<file path="config.mk">
export PLATFORM = sky130hd
export DESIGN_NAME = kiss_slip_deframer_flat
export DESIGN_NICKNAME = d
export VERILOG_FILES = /design/src/ksd_pkg.sv /design/src/ksd_channels.sv /design/src/ksd_front.sv /design/src/ksd_queue.sv /design/src/ksd_back.sv /design/src/kiss_slip_deframer.sv /design/src/flat_wrapper.sv
export SDC_FILE = /design/constraint.sdc
export NUM_CORES = 2
export LEC_CHECK = 0
export ABC_AREA = 0
export BUFFER_PORTS_ARGS = -buffer_cell sky130_fd_sc_hd__buf_4
export CAP_MARGIN = 10
export CORE_ASPECT_RATIO = 1.1
export CORE_MARGIN = 8
export CORE_UTILIZATION = 41
export CTS_BUF_LIST = sky130_fd_sc_hd__clkbuf_8 sky130_fd_sc_hd__clkbuf_16
export DETAILED_ROUTE_END_ITERATION = 8
export GPL_TIMING_DRIVEN = 0
export HOLD_SLACK_MARGIN = 0.06
export SLEW_MARGIN = 30
export SYNTH_ARGS = -nofsm -noshare
export SYNTH_HDL_FRONTEND = slang
export SYNTH_MEMORY_MAX_BITS = 65536
export SYNTH_SLANG_ARGS = --single-unit
export TNS_END_PERCENT = 50
</file>
<file path="constraint.sdc">
create_clock -name clock -period 7.84 [get_ports clock]
set_clock_uncertainty 0.1 [all_clocks]
set_input_delay 0.392 -clock clock [delete_from_list [all_inputs] [get_ports clock]]
set_output_delay 0.392 -clock clock [all_outputs]
set_load 0.01 [all_outputs]
</file>
<file path="src/ksd_pkg.sv">
`timescale 1ns / 1ps
// ----------------------------------------------------------------------------
// ksd_pkg: shared types and constants of the KISS deframer
// Holds the KISS special byte codes, the field widths and the command that
// travels from the front to the back of the deframer.
// ----------------------------------------------------------------------------
package ksd_pkg;

   localparam int BYTE_BITS       = 8;
   localparam int READ_INDEX_BITS = 9;
   localparam int LENGTH_BITS     = 10;

   // Widest store address over the allowed range of the frame store depth.
   localparam int STORE_ADDR_BITS = 12;

   localparam int FRAME_BYTES_DEFAULT = 512;

   // Depth of the command queue between front and back.
   localparam int QUEUE_DEPTH = 2;

   localparam logic [BYTE_BITS-1:0] FEND_BYTE  = 8'hC0;
   localparam logic [BYTE_BITS-1:0] FESC_BYTE  = 8'hDB;
   localparam logic [BYTE_BITS-1:0] TFEND_BYTE = 8'hDC;
   localparam logic [BYTE_BITS-1:0] TFESC_BYTE = 8'hDD;

   localparam logic FUNC_PUSH = 1'b0;
   localparam logic FUNC_READ = 1'b1;

   typedef logic [BYTE_BITS-1:0]       byte_type;
   typedef logic [READ_INDEX_BITS-1:0] read_index_type;
   typedef logic [LENGTH_BITS-1:0]     length_type;
   typedef logic [STORE_ADDR_BITS-1:0] addr_type;

   // One classified item, ready to be carried out against the frame store.
   typedef struct packed {
      logic       do_write;    // store data at addr
      logic       do_read;     // read the store at addr and report it
      logic       frame_done;
      length_type frame_length;
      addr_type   addr;
      byte_type   data;
   } cmd_type;

endpackage

</file>
<file path="src/ksd_channels.sv">
`timescale 1ns / 1ps
// ----------------------------------------------------------------------------
// ksd_req_if / ksd_rsp_if: item channels of the KISS deframer
// Valid/ready channels; an item moves when valid and ready are both high.
// ----------------------------------------------------------------------------
interface ksd_req_if;
   logic                    valid;
   logic                    ready;
   logic                    func;
   ksd_pkg::byte_type       byte_in;
   ksd_pkg::read_index_type read_index;

   modport source (output valid, output func, output byte_in, output read_index,
                   input ready);
   modport sink   (input valid, input func, input byte_in, input read_index,
                   output ready);
endinterface

interface ksd_rsp_if;
   logic                valid;
   logic                ready;
   logic                frame_done;
   ksd_pkg::length_type frame_length;
   ksd_pkg::byte_type   read_data;

   modport source (output valid, output frame_done, output frame_length,
                   output read_data, input ready);
   modport sink   (input valid, input frame_done, input frame_length,
                   input read_data, output ready);
endinterface

</file>
<file path="src/ksd_front.sv">
`timescale 1ns / 1ps
// ----------------------------------------------------------------------------
// ksd_front: item classifier and framing state
// Tracks frame, escape and fill state and turns each item into one command.
// ----------------------------------------------------------------------------
module ksd_front #(
   parameter int FRAME_BYTES = ksd_pkg::FRAME_BYTES_DEFAULT
) (
   input  logic                    clock,
   input  logic                    reset,
   input  logic                    in_valid,
   output logic                    in_ready,
   input  logic                    in_func,
   input  ksd_pkg::byte_type       in_byte,
   input  ksd_pkg::read_index_type in_read_index,
   output logic                    cmd_valid,
   input  logic                    cmd_ready,
   output ksd_pkg::cmd_type        cmd
);

   localparam int CW = $clog2(FRAME_BYTES + 1);
   typedef logic [CW-1:0] count_type;
   localparam count_type FULL_COUNT = count_type'(FRAME_BYTES);
   localparam logic [12:0] READ_LIMIT = 13'(FRAME_BYTES);

   count_type fill_ff, fill_in;
   logic      escape_ff, escape_in;
   logic      frame_ff, frame_in;
   logic      accept;
   ksd_pkg::byte_type data_byte;

   assign in_ready  = cmd_ready;
   assign cmd_valid = in_valid;
   assign accept    = in_valid && cmd_ready;

   always_comb begin
      fill_in   = fill_ff;
      escape_in = escape_ff;
      frame_in  = frame_ff;
      data_byte = in_byte;
      cmd       = '0;
      cmd.addr  = ksd_pkg::addr_type'(fill_ff);
      if (in_func == ksd_pkg::FUNC_READ) begin
         cmd.addr    = ksd_pkg::addr_type'(in_read_index);
         cmd.do_read = ({4'd0, in_read_index} < READ_LIMIT);
      end else if (in_byte == ksd_pkg::FEND_BYTE) begin
         cmd.frame_done   = frame_ff && (fill_ff != '0);
         cmd.frame_length = cmd.frame_done ? ksd_pkg::length_type'(fill_ff) : '0;
         fill_in   = '0;
         escape_in = 1'b0;
         frame_in  = 1'b1;
      end else if (frame_ff) begin
         if (escape_ff || (in_byte != ksd_pkg::FESC_BYTE)) begin
            if (escape_ff) begin
               escape_in = 1'b0;
               if (in_byte == ksd_pkg::TFEND_BYTE) begin
                  data_byte = ksd_pkg::FEND_BYTE;
               end else if (in_byte == ksd_pkg::TFESC_BYTE) begin
                  data_byte = ksd_pkg::FESC_BYTE;
               end
            end
            if (fill_ff < FULL_COUNT) begin
               cmd.do_write = 1'b1;
               cmd.data     = data_byte;
               fill_in      = fill_ff + count_type'(1);
            end else begin
               frame_in = 1'b0;
            end
         end else begin
            escape_in = 1'b1;
         end
      end
   end

   always_ff @(posedge clock) begin
      if (reset) begin
         fill_ff   <= '0;
         escape_ff <= 1'b0;
         frame_ff  <= 1'b0;
      end else if (accept) begin
         fill_ff   <= fill_in;
         escape_ff <= escape_in;
         frame_ff  <= frame_in;
      end
   end

endmodule

</file>
<file path="src/ksd_queue.sv">
`timescale 1ns / 1ps
// ----------------------------------------------------------------------------
// ksd_queue: command queue between front and back
// A short register FIFO so front and back can stall independently.
// ----------------------------------------------------------------------------
module ksd_queue (
   input  logic             clock,
   input  logic             reset,
   input  logic             in_valid,
   output logic             in_ready,
   input  ksd_pkg::cmd_type in_cmd,
   output logic             out_valid,
   input  logic             out_ready,
   output ksd_pkg::cmd_type out_cmd
);

   localparam int DEPTH = ksd_pkg::QUEUE_DEPTH;
   localparam int PW    = $clog2(DEPTH);
   localparam int NW    = $clog2(DEPTH + 1);
   typedef logic [PW-1:0] ptr_type;
   typedef logic [NW-1:0] num_type;
   localparam ptr_type LAST_PTR = ptr_type'(DEPTH - 1);
   localparam num_type FULL_NUM = num_type'(DEPTH);

   ksd_pkg::cmd_type slot_ff [DEPTH];
   ptr_type wr_ptr_ff, rd_ptr_ff;
   num_type count_ff;
   logic    push, pop;

   assign in_ready  = (count_ff != FULL_NUM);
   assign out_valid = (count_ff != '0);
   assign out_cmd   = slot_ff[rd_ptr_ff];
   assign push      = in_valid && in_ready;
   assign pop       = out_valid && out_ready;

   always_ff @(posedge clock) begin
      if (push) begin
         slot_ff[wr_ptr_ff] <= in_cmd;
      end
   end

   always_ff @(posedge clock) begin
      if (reset) begin
         wr_ptr_ff <= '0;
         rd_ptr_ff <= '0;
         count_ff  <= '0;
      end else begin
         if (push) begin
            wr_ptr_ff <= (wr_ptr_ff == LAST_PTR) ? '0 : wr_ptr_ff + ptr_type'(1);
         end
         if (pop) begin
            rd_ptr_ff <= (rd_ptr_ff == LAST_PTR) ? '0 : rd_ptr_ff + ptr_type'(1);
         end
         if (push && !pop) begin
            count_ff <= count_ff + num_type'(1);
         end else if (pop && !push) begin
            count_ff <= count_ff - num_type'(1);
         end
      end
   end

endmodule

</file>
<file path="src/ksd_back.sv">
`timescale 1ns / 1ps
// ----------------------------------------------------------------------------
// ksd_back: frame store and result register
// Carries out commands in order against the frame store and holds the result.
// ----------------------------------------------------------------------------
module ksd_back #(
   parameter int FRAME_BYTES = ksd_pkg::FRAME_BYTES_DEFAULT
) (
   input  logic                clock,
   input  logic                reset,
   input  logic                cmd_valid,
   output logic                cmd_ready,
   input  ksd_pkg::cmd_type    cmd,
   output logic                out_valid,
   input  logic                out_ready,
   output logic                out_frame_done,
   output ksd_pkg::length_type out_frame_length,
   output ksd_pkg::byte_type   out_read_data
);

   localparam int AW = (FRAME_BYTES > 1) ? $clog2(FRAME_BYTES) : 1;

   ksd_pkg::byte_type   mem_ff [FRAME_BYTES];
   ksd_pkg::byte_type   rd_data_ff;
   ksd_pkg::length_type length_ff;
   logic                done_ff;
   logic                rd_sel_ff;
   logic                valid_ff;
   logic                pop;
   logic [AW-1:0]       addr;

   assign cmd_ready = !valid_ff || out_ready;
   assign pop       = cmd_valid && cmd_ready;
   assign addr      = cmd.addr[AW-1:0];

   always_ff @(posedge clock) begin
      if (pop && cmd.do_write) begin
         mem_ff[addr] <= cmd.data;
      end
      if (pop && cmd.do_read) begin
         rd_data_ff <= mem_ff[addr];
      end
      if (pop) begin
         done_ff   <= cmd.frame_done;
         length_ff <= cmd.frame_length;
         rd_sel_ff <= cmd.do_read;
      end
   end

   always_ff @(posedge clock) begin
      if (reset) begin
         valid_ff <= 1'b0;
      end else if (cmd_ready) begin
         valid_ff <= cmd_valid;
      end
   end

   assign out_valid        = valid_ff;
   assign out_frame_done   = done_ff;
   assign out_frame_length = length_ff;
   assign out_read_data    = rd_sel_ff ? rd_data_ff : '0;

endmodule

</file>
<file path="src/kiss_slip_deframer.sv">
`timescale 1ns / 1ps
// ----------------------------------------------------------------------------
// kiss_slip_deframer: KISS serial deframer with a readable frame store
// Pushes received KISS bytes, reports completed frame lengths and serves
// reads of the stored frame bytes.
// ----------------------------------------------------------------------------
// The deframer takes one item per clock cycle while its results are taken
// and returns exactly one result item for each, in order. A push item feeds
// one received byte: a frame end (0xC0) opens a frame and, when it closes a
// nonempty open frame, its result carries frame_done and the frame's byte
// count; escape sequences are undone and data bytes are written to the frame
// store. A read item returns the stored byte at read_index, or zero at or
// beyond FRAME_BYTES. The sustained rate is one item per cycle, set by the
// single frame store port, which does one write or one read per item. A
// result passes through the command queue and then the result register
// before it is presented; a two-entry command queue and the result register
// let the input keep flowing while a result waits to be taken. The store
// needs no clearing after reset; reading a location that no frame has
// written yet returns an undefined byte.
// ----------------------------------------------------------------------------
module kiss_slip_deframer #(
   parameter int FRAME_BYTES = ksd_pkg::FRAME_BYTES_DEFAULT
) (
   input logic      clock,
   input logic      reset,
   ksd_req_if.sink   req_ch,
   ksd_rsp_if.source rsp_ch
);

   // Front to queue.
   logic             front_valid;
   logic             front_ready;
   ksd_pkg::cmd_type front_cmd;

   // Queue to back.
   logic             back_valid;
   logic             back_ready;
   ksd_pkg::cmd_type back_cmd;

   // The front classifies each item and keeps the framing state, so the
   // fill position of a data byte is settled at the moment it is accepted.
   ksd_front #(
      .FRAME_BYTES(FRAME_BYTES)
   ) u_front (
      .clock        (clock),
      .reset        (reset),
      .in_valid     (req_ch.valid),
      .in_ready     (req_ch.ready),
      .in_func      (req_ch.func),
      .in_byte      (req_ch.byte_in),
      .in_read_index(req_ch.read_index),
      .cmd_valid    (front_valid),
      .cmd_ready    (front_ready),
      .cmd          (front_cmd)
   );

   // Commands stay in order, so a read always sees every earlier write
   // and none of the later ones.
   ksd_queue u_queue (
      .clock    (clock),
      .reset    (reset),
      .in_valid (front_valid),
      .in_ready (front_ready),
      .in_cmd   (front_cmd),
      .out_valid(back_valid),
      .out_ready(back_ready),
      .out_cmd  (back_cmd)
   );

   // The back owns the frame store and the result register.
   ksd_back #(
      .FRAME_BYTES(FRAME_BYTES)
   ) u_back (
      .clock           (clock),
      .reset           (reset),
      .cmd_valid       (back_valid),
      .cmd_ready       (back_ready),
      .cmd             (back_cmd),
      .out_valid       (rsp_ch.valid),
      .out_ready       (rsp_ch.ready),
      .out_frame_done  (rsp_ch.frame_done),
      .out_frame_length(rsp_ch.frame_length),
      .out_read_data   (rsp_ch.read_data)
   );

endmodule
</file>
<file path="src/flat_wrapper.sv">
// flat-port wrapper written by rule: the top's interface ports become plain ports
module kiss_slip_deframer_flat 
#(
   parameter int FRAME_BYTES = ksd_pkg::FRAME_BYTES_DEFAULT
)
  (clock, reset, req_ch_valid, req_ch_func, req_ch_byte_in, req_ch_read_index, req_ch_ready, rsp_ch_valid, rsp_ch_frame_done, rsp_ch_frame_length, rsp_ch_read_data, rsp_ch_ready);
  ksd_req_if req_ch_i ();
  ksd_rsp_if rsp_ch_i ();
  input logic clock;
  input logic reset;
  input wire logic [$bits(req_ch_i.valid)-1:0] req_ch_valid;
  input wire logic [$bits(req_ch_i.func)-1:0] req_ch_func;
  input wire logic [$bits(req_ch_i.byte_in)-1:0] req_ch_byte_in;
  input wire logic [$bits(req_ch_i.read_index)-1:0] req_ch_read_index;
  output wire logic [$bits(req_ch_i.ready)-1:0] req_ch_ready;
  output wire logic [$bits(rsp_ch_i.valid)-1:0] rsp_ch_valid;
  output wire logic [$bits(rsp_ch_i.frame_done)-1:0] rsp_ch_frame_done;
  output wire logic [$bits(rsp_ch_i.frame_length)-1:0] rsp_ch_frame_length;
  output wire logic [$bits(rsp_ch_i.read_data)-1:0] rsp_ch_read_data;
  input wire logic [$bits(rsp_ch_i.ready)-1:0] rsp_ch_ready;
  assign req_ch_i.valid = req_ch_valid;
  assign req_ch_i.func = req_ch_func;
  assign req_ch_i.byte_in = req_ch_byte_in;
  assign req_ch_i.read_index = req_ch_read_index;
  assign req_ch_ready = req_ch_i.ready;
  assign rsp_ch_valid = rsp_ch_i.valid;
  assign rsp_ch_frame_done = rsp_ch_i.frame_done;
  assign rsp_ch_frame_length = rsp_ch_i.frame_length;
  assign rsp_ch_read_data = rsp_ch_i.read_data;
  assign rsp_ch_i.ready = rsp_ch_ready;
  kiss_slip_deframer #(.FRAME_BYTES(FRAME_BYTES)) u_core (.clock(clock), .reset(reset), .req_ch(req_ch_i), .rsp_ch(rsp_ch_i));
endmodule
</file>
==> results.txt <==
status: complete, no violations
period utilization: 83.7%
Worst R2R Path Depth: 11
Top FF cell, synth: edfxtp_1
Global Route Usage Sum: 27.0%
hold crit path type: in -> reg
top cells by area, synth: edfxtp_1, mux2i_1, o22ai_1, nand2_1, nor2_1
Core Box Area: 395000 sq um
# Max-Cap Violations: 0
critical path startpoint category: flip-flop
RSZ-0062 raised after global routing: false
row count: 242
pwr/cell area: 357 nW/um^2
worst-path fanout max: 12
CP endpoint kind: flip-flop
Critical Path Slowest Stage Cell: clkbuf_1
Critical Path AT: 7.13 ns
Slew @ Worst Pin: 1.21 ns
starting density of the core: 41.2%
later-pin clock latency in the skew report: 1.03 ns
Worst Hold Path Cells: 3
Post-DRT Antenna Nets: 0
Yosys top cell area share: 77.1%
maximum vdd drop: 0.260 mV
CP Buf/Inv Count: 3
gpl congestion: 1.00
Setup-failing EPs final: 0
CP Cell Sequence: buf_6 > nor3b_1 > o21ai_2 > buf_2 > clkbuf_1 > o22ai_1 > nor4_1 > o22ai_1 > o21ai_0 > and4_1 > nand4_1
Synth Instances: 9505
Vert. Die Dim: 676 microns
CP most frequent cell: o22ai_1
Worst path depth: 11
Yosys cell types: 48
Post-Syn Area: 163000 sq um
Period minus WS final: 6.56 ns
H-tree levels: 5
DP Worst Slack: 1.87 ns
top cells by count, synth: edfxtp_1, mux2i_1, o22ai_1
Mapped Avg Cell Area: 17.1 sq um
Area growth, synth to finish: 14.3%
CTS tree: built
Post-synth EDFFs: 4176
Async S/R FF share, synth: 0%
CTS root buffer: clkbuf_16
vias per cell: 6.17
FILL cells: 33368
critical path class: reg -> reg
layout cells sized above 1: 12.0%
drt pass-1 iters: 8
slowest stage delay, CP: 0.85 ns
antenna violations before repair: 55
first-pass GRT wire length: 775000 microns
top-count cell post-synth: edfxtp_1
die footprint: 417000 sq um
FF+latch count, synth: 4194
Slew HR: 19.5%
register area: 126000 sq um
total gr overflow: 0
total number of vias: 96790
Final #Nets: 10087
total CTS buffers: 402
vias in the first global route: 92005
WL/cell: 37.5 microns
Final WS setup: 1.28 ns
Die Wd: 616 microns
Slew Limit Fails: 0
Max clock buf depth: 4
Ports: 43
drt drc: 0
area taken by multi-input logic gates: 33900 sq um
Pleak: 62.2 nW
register area share after synthesis: 77.4%
DRT Wirelength: 588000 microns
Yosys top cell by area: edfxtp_1
pin count of the biggest net entering global routing: 114
post-detail-place hpwl: 411000 microns
Synth Warn #: 0
Iteration-0 DRC Markers: 15355
PostCTS Resize Cnt: 0
Crit path max-delay family: buffers and inverters
CTS Sinks: 4194
syn_nets: 9530
number of buffers added on ports: 41
setup TNS: 0 ns
clock slew at reported path FFs: 0.06 ns
worst path required time: 8.41 ns
achievable clock frequency: 152 MHz
Fin. Hold Viols: 0
==> routing by layer <==
metal	share of wire, %	GRT usage [%]	vias to the layer above
li1	-	-	38872
met5	0.10	0	-
met3	12	7.92	1577
met4	7.8	17.5	28
met2	45	41.4	6874
met1	36	33.4	49439
==> timing repair <==
action,CTS,global route
endpoints found under the hold margin,84,0
buffers inserted,0,0
setup endpoints to repair,0,0
hold buffers,26,0
==> worst paths after layout <==
path | startpoint | slack [ns] | to
hold / removal | req_ch_byte_in[5] | 0.19 | u_core.u_queue.slot_ff[0][5]
setup reg to reg | flip-flop | 1.28 | u_core.u_back.rd_data_ff[1]
setup / recovery | flip-flop | 1.28 | u_core.u_back.rd_data_ff[1]
hold reg to reg | u_core.u_front.escape_ff | 0.38 | u_core.u_front.escape_ff
==> final cells by class <==
cell class / count / share of cell area (%)
Clock buffer: 411 / 5.50
Buffer: 607 / 1.83
Multi-Input combinational cell: 4697 / 18.2
Antenna cell: 51 / 0.0687
Tap cell: 5246 / 3.53
Inverter: 7 / 0.0141
Timing Repair Buffer: 153 / 1.49
Sequential cell: 4194 / 67.7
Clock inverter: 331 / 1.69
==> registers in the layout, summed over array words and instances, names as in the netlist, named ones only <==
signal	flops
u_core.u_back.rd_data_ff	8
u_core.u_front.fill_ff	10
u_core.u_back.rd_sel_ff	1
u_core.u_queue.wr_ptr_ff	1
u_core.u_back.out_frame_length	10
u_core.u_front.escape_ff	1
u_core.u_queue.rd_ptr_ff	1
u_core.u_back.out_valid	1
u_core.u_back.mem_ff	4096
u_core.u_queue.slot_ff	60
u_core.u_back.out_frame_done	1
u_core.u_front.frame_ff	1
u_core.u_queue.count_ff	2
==> power breakdown <==
group	internal, W	total, W	switching, W
logic	0.00488	0.0193	0.0144
registers	0.0271	0.0272	0.0000901
clock network	0.0111	0.0198	0.00866
==> stage by stage <==
stage          utilization [%]  std cells  hold slack (ns)  instance area, sq um  total power, W
2_1_floorplan                -       9505            0.341                163000          0.0370
3_3_place_gp              42.9      14792            0.367                169000          0.0466
3_5_place_dp              43.6      14878            0.364                172000          0.0462
4_1_cts                   47.0      15646            0.160                186000          0.0656
5_1_grt                   47.0      15651            0.230                186000          0.0670
6_report                  47.1      15697            0.193                186000          0.0663
==> placed cells by master, fill, tap and decap left out, drive strengths merged, types with 17 or more instances in the layout <==
master / netlist / final
clkinv: 0 / 177
diode: 0 / 51
clkbuf: 204 / 615
nand2: 564 / 564
o21ai: 58 / 58
and2: 22 / 22
a21oi: 286 / 286
nand4: 27 / 27
bufinv: 0 / 48
o41ai: 71 / 71
nor4: 224 / 224
buf: 403 / 530
dfxtp: 18 / 18
dlygate4sd3: 0 / 26
inv: 7 / 96
mux2i: 1806 / 1806
o22ai: 983 / 983
mux2: 29 / 29
edfxtp: 4176 / 4176
clkinvlp: 0 / 17
nor2: 540 / 540
==> tightest hold or removal path: stages <==
cell and delay [ns]:
dlygate4sd3_1 0.52, buf_4 0.10, and2_1 0.14
==> cells by family after synthesis <==
kind of cell | synth area share (%)
flip-flops | 77.4
multiplexers | 11.3
AND/OR/NAND/NOR | 3.84
AO/OA/AOI/OAI | 5.36
buffers and inverters | 2.04
XOR/XNOR | 0.0485
adder cells (fa/ha/maj) | 0.0231
Note: power is estimated with default switching activity, not from simulation.
